### config.mk
export PLATFORM = sky130hd
export DESIGN_NAME = hbnf_ctrl
export DESIGN_NICKNAME = d
export VERILOG_FILES = /design/src/sv/hbnf_pkg.sv /design/src/sv/hbnf_ctrl.sv
export SDC_FILE = /design/constraint.sdc
export NUM_CORES = 1
export LEC_CHECK = 0
export BUFFER_PORTS_ARGS = -buffer_cell sky130_fd_sc_hd__buf_2
export CAP_MARGIN = 20
export CORE_AREA = 4 4 41 43
export CTS_CLUSTER_SIZE = 16
export DETAILED_ROUTE_END_ITERATION = 12
export DIE_AREA = 0 0 45 47
export MAX_ROUTING_LAYER = met4
export PLACE_DENSITY_LB_ADDON = 0.1
export SYNTH_ARGS = -nofsm -noshare
export SYNTH_HDL_FRONTEND = slang
export SYNTH_SLANG_ARGS = --single-unit
### constraint.sdc
create_clock -name i_clk -period 1.4 [get_ports i_clk]
set_clock_uncertainty 0.1 [all_clocks]
set_input_delay 0.28 -clock i_clk [delete_from_list [all_inputs] [get_ports i_clk]]
set_output_delay 0.28 -clock i_clk [all_outputs]
set_load 0.02 [all_outputs]
### src/sv/hbnf_pkg.sv
// ----------------------------------------------------------------------------
// hbnf_pkg
// Shared types and constants for the half-block nibble framebuffer: word
// layouts, item kinds, register indexes, and controller/datapath interface.
// ----------------------------------------------------------------------------
package hbnf_pkg;

    localparam int DEF_MAX_COLUMNS   = 128;
    localparam int DEF_MAX_CELL_ROWS = 32;

    localparam int CFG_DATA_W  = 8;
    localparam int CFG_INDEX_W = 1;

    localparam logic [CFG_INDEX_W-1:0] CFG_IDX_WIDTH  = 1'd0;
    localparam logic [CFG_INDEX_W-1:0] CFG_IDX_HEIGHT = 1'd1;

    localparam logic [7:0] WIDTH_RESET  = 8'd80;
    localparam logic [6:0] HEIGHT_RESET = 7'd48;

    localparam logic [1:0] KIND_SET   = 2'd0;
    localparam logic [1:0] KIND_CLEAR = 2'd1;
    localparam logic [1:0] KIND_READ  = 2'd2;

    localparam logic [7:0] LOW_NIBBLE  = 8'h0F;
    localparam logic [7:0] HIGH_NIBBLE = 8'hF0;

    typedef struct packed {
        logic [1:0]         kind;
        logic signed [15:0] pos_x;
        logic signed [15:0] pos_y;
        logic [3:0]         pixel_color;
    } t_in_word;

    typedef struct packed {
        logic [3:0] upper_color;
        logic [3:0] lower_color;
        logic       in_range;
    } t_out_word;

    typedef struct packed {
        logic load_item;
        logic calc;
        logic mem_read;
        logic rmw_write;
        logic out_load;
        logic sweep_step;
    } t_dp_cmd;

    typedef struct packed {
        logic [1:0] kind;
        logic       sweep_done;
        logic       out_free;
    } t_dp_status;

endpackage

### src/sv/hbnf_ctrl.sv
// ----------------------------------------------------------------------------
// hbnf_ctrl
// Sequencer for the framebuffer: post-reset clearing sweep, item decode,
// read-modify-write, read result hand-off and clear sweep.
// ----------------------------------------------------------------------------
module hbnf_ctrl (
    input  logic                 i_clk,
    input  logic                 i_rst_n,
    input  logic                 i_in_valid,
    input  hbnf_pkg::t_dp_status i_status,
    output logic                 o_in_stall,
    output hbnf_pkg::t_dp_cmd    o_cmd
);

    localparam logic [2:0] S_INIT   = 3'd0;
    localparam logic [2:0] S_IDLE   = 3'd1;
    localparam logic [2:0] S_CALC   = 3'd2;
    localparam logic [2:0] S_READ   = 3'd3;
    localparam logic [2:0] S_MODIFY = 3'd4;
    localparam logic [2:0] S_SWEEP  = 3'd5;

    logic [2:0] r_state;
    logic [2:0] n_state;

    always_ff @(posedge i_clk) begin
        if (!i_rst_n) begin
            r_state <= S_INIT;
        end else begin
            r_state <= n_state;
        end
    end

    always_comb begin
        n_state = r_state;
        o_cmd   = '0;
        unique case (r_state)
            S_INIT: begin
                o_cmd.sweep_step = 1'b1;
                if (i_status.sweep_done) begin
                    n_state = S_IDLE;
                end
            end
            S_IDLE: begin
                o_cmd.load_item = i_in_valid;
                if (i_in_valid) begin
                    n_state = S_CALC;
                end
            end
            S_CALC: begin
                o_cmd.calc = 1'b1;
                priority if (i_status.kind == hbnf_pkg::KIND_SET ||
                             i_status.kind == hbnf_pkg::KIND_READ) begin
                    n_state = S_READ;
                end else if (i_status.kind == hbnf_pkg::KIND_CLEAR) begin
                    n_state = S_SWEEP;
                end else begin
                    n_state = S_IDLE;
                end
            end
            S_READ: begin
                o_cmd.mem_read = 1'b1;
                n_state        = S_MODIFY;
            end
            S_MODIFY: begin
                if (i_status.kind == hbnf_pkg::KIND_SET) begin
                    o_cmd.rmw_write = 1'b1;
                    n_state         = S_IDLE;
                end else if (i_status.out_free) begin
                    o_cmd.out_load = 1'b1;
                    n_state        = S_IDLE;
                end
            end
            S_SWEEP: begin
                o_cmd.sweep_step = 1'b1;
                if (i_status.sweep_done) begin
                    n_state = S_IDLE;
                end
            end
            default: begin
                n_state = S_INIT;
            end
        endcase
    end

    assign o_in_stall = (r_state != S_IDLE);

endmodule

Yosys cells after proc, flatten, opt, wreduce, memory -nomap -nowiden
Cells that the tools add are included.
Storage, ports and cells
  logic and storage cells: 32
  flip-flop bits (word level): 3
Operators by class
  eq/ne operators: 11
  reduce and logical (&&, ||, !) cells: 5
  muxes and demuxes: 15
Operators by type and width (number)
  $mux W3: 6
  $pmux W3 S5: 1
  $mux W1: 7
  $eq A3 B2 Y1 const B: 2
  $eq A3 B3 Y1 const B: 2
  $eq A3 B1 Y1 const B: 1
  $logic_not A3 Y1: 1
  $ne A3 B1 Y1 const B: 1
  $ne A3 B3 Y1 const B: 1
  $reduce_and A3 Y1: 1
  $eq A2 B1 Y1 const B: 1
  $eq A2 B2 Y1 const B: 1
  $logic_not A2 Y1: 1
  $mux W2: 1
  $ne A2 B1 Y1 const B: 1
  $ne A2 B2 Y1 const B: 1
  $reduce_or A2 Y1: 1
  $logic_or A1 B1 Y1: 1

Longest topological paths before layout
  depth after elaboration: 4
  gate-level depth with buffers: 4
  mapped depth without buffers: 3

Worst setup path after synthesis
OpenSTA, ideal clock, no wires.
  path kind: register to output
  start point: reg r_state[1]
  end point: out o_cmd[1] (netlist bit)
  path buffers: 1
  path slack: -0.304 ns
  arrival time: 1.324 ns
  required time: 1.020 ns
  stages on the path, launching flop included: 4
  path through: dfxtp_1 -> buf_6 -> or3b_4 -> nor3b_1
RTL lines
  start, declared: line hbnf_ctrl.sv:22  | logic [2:0] r_state;
  start signal, assigned: line hbnf_ctrl.sv:29  | r_state <= n_state;
  end, declared: line hbnf_ctrl.sv:12  | output hbnf_pkg::t_dp_cmd o_cmd

==> metrics.yaml <==
run_status: "finished with violations"
violations: "negative setup slack"
grt_max_degree: 12
leakage_nw: 0.194
dr.pass1.iters: 2
fillCellCount: 149
grt_remaining_overflow: 0
fin_ws_ns: -0.266
drc: 0
timing.final.crit_period_ns: 1.67
grt_pass1_vias: 288
required_ns: 1.02
cts_inserted_buffers: 3
syn_inst: 33
final_nets: 59
synth_flop_cell: "dfxtp_1"
setup-violations-final: 6
clockBufferDepth: 2
reg_top3: "r_state x3"
slew_violations: 0
cts_tree: "done"
routedWlPerCell_um: 10.7
final-hold-violation-count: 0
start_util_pct: 20.9
drtAntennaViolNets: 0
yosysWarnings: 0
ys_ff_latch: 3
grt.total_usage_pct: 8.64
port_buffers: 13
top_register: "r_state"
clock_latency_ns: 0.23
synth_fp_nets: 40
fp.dieW_um: 45
synth_edf_count: 0
hpwl_um: 563
ios: 14
crit_fanout: 3
timing.fmax_mhz: 600
die_area_sq_mm: 0.00212
gp_congestion: 0.737
final_layout_size_suffix_gt1_share_pct: 58.8
endpoint_kind: "output pin"
clkTransAtPathRegs_ns: 0.04
relSlewSlack_pct: 79.6
start_kind: "flop"
arrival_ns: 1.29
critPathKind: "reg2out"
postSynthAreaPerCell_sq_um: 8.23
drtIter0Drc: 3
synthArstFlopShare_pct: 0
vias: 305
power_density_mw_per_mm2: 808
maxCapViolCount: 0
wl_um: 709
grt_pass1_wl_mm: 1.28
synth_area_leaders: "dfxtp_1 22%, buf_6 8.3%, nor3b_1 8.3%"
core_sq_mm: 0.00130
worstMarginPinSlew_ns: 0.303
finalPower_w: 0.000358
postCtsHoldBufs: 0
period_share_pct: 119
rsz0062_at_grt: "yes"
htreeDepth: 1
yosysSeqAreaShare_pct: 22.1
via_per_inst: 4.62
antenna_found_initial: 0
synthToLayoutAreaGrowth_pct: 63.1
numClockSinks: 3
synth_top_area_share_pct: 22.1
rows: 13
synth_area_leader_cell: "dfxtp_1"
syn-cell-area_sq_um: 272
min_path_type: "in2reg"
antenna_cells: 0
vdd_drop_max_mv: 0.191
place_ws_ns: -0.0534
largest_reg_flops: 3
dieHeight_um: 47
clock_tree.root_cell: "clkbuf_4"
synth_cell_types: 21
[area by class of cell]
class                           instances  area [sq um]  share of cell area, %
Tap cell                               15          18.8                   4.24
Sequential cell                         3          62.6                   14.1
Timing Repair Buffer                   17           123                   27.7
Clock buffer                            4          26.3                   5.93
Inverter                                1          3.75                  0.847
Multi-Input combinational cell         26           209                   47.2
[layout by cell type (no fill, tap or decap), types with 2 or more instances in the layout]
cell type / n
buf_2: 8
buf_4: 5
buf_6: 4
nand2_1: 3
nor2_1: 3
clkbuf_4: 3
nor3b_1: 2
dfxtp_2: 2
[routing by layer]
metal / share of wire (%) / GRT usage, %
met1: 48 / 11.6
met2: 49 / 12.7
met3: 3.2 / 0.383
met4: 0 / 5.26
met5: 0 / -
[worst max-delay path: stages, from the launching register on]
cell	delay, ns
dfxtp_1	0.30
or3b_4	0.44
nor3b_4	0.19
buf_6	0.14
[logic make-up after synthesis]
| kind of cell | share of synthesized area [%] |
|---|---|
| xor+xnor | 3.23 |
| flops | 22.1 |
| compound gates | 10.6 |
| buf+inv | 12.4 |
| mux | 4.15 |
| simple gates | 47.5 |
[Yosys cell counts (all sizes together) (2+ instances only)]
cell,n
nand2,3
nor2,4
nor4b,2
buf,3
nor3,3
nor3b,3
dfxtp,3
[power breakdown]
| group | switching, W | internal [W] |
|---|---|---|
| Combinational | 0.0000622 | 0.0000523 |
| Sequential | 0.00000291 | 0.0000923 |
| Clock | 0.0000414 | 0.000107 |
[metrics by stage]
stage                     instances  hold slack (ns)  util, %  setup TNS (ns)  area (sq um)
after floorplan                  33            0.305        -          -0.101           294
after global placement           61            0.438     28.5         -0.0407           370
after detailed placement         61            0.430     28.5         -0.0643           370
after CTS                        66            0.198     33.5          -0.825           435
after global routing             66            0.205     34.0           -1.24           443
final                            66            0.202     34.0          -0.797           443
[worst paths after layout]
path / slack, ns / startpoint / depth (start not counted) / end
max reg2reg: 0.01 / r_state[2] / 4 / r_state[2]
max: -0.27 / r_state[0] / 3 / o_cmd[1]
min: 0.20 / i_rst_n / 2 / r_state[2]
min reg2reg: 0.49 / r_state[2] / 2 / r_state[1]
[repair_timing]
action | 4_1_cts | 5_1_grt
resized for setup | 11 | 2
setup endpoints to repair | 7 | 9
pin swaps | 0 | 1
buffers inserted | 1 | 0
Note: power is estimated with default switching activity, not from simulation.
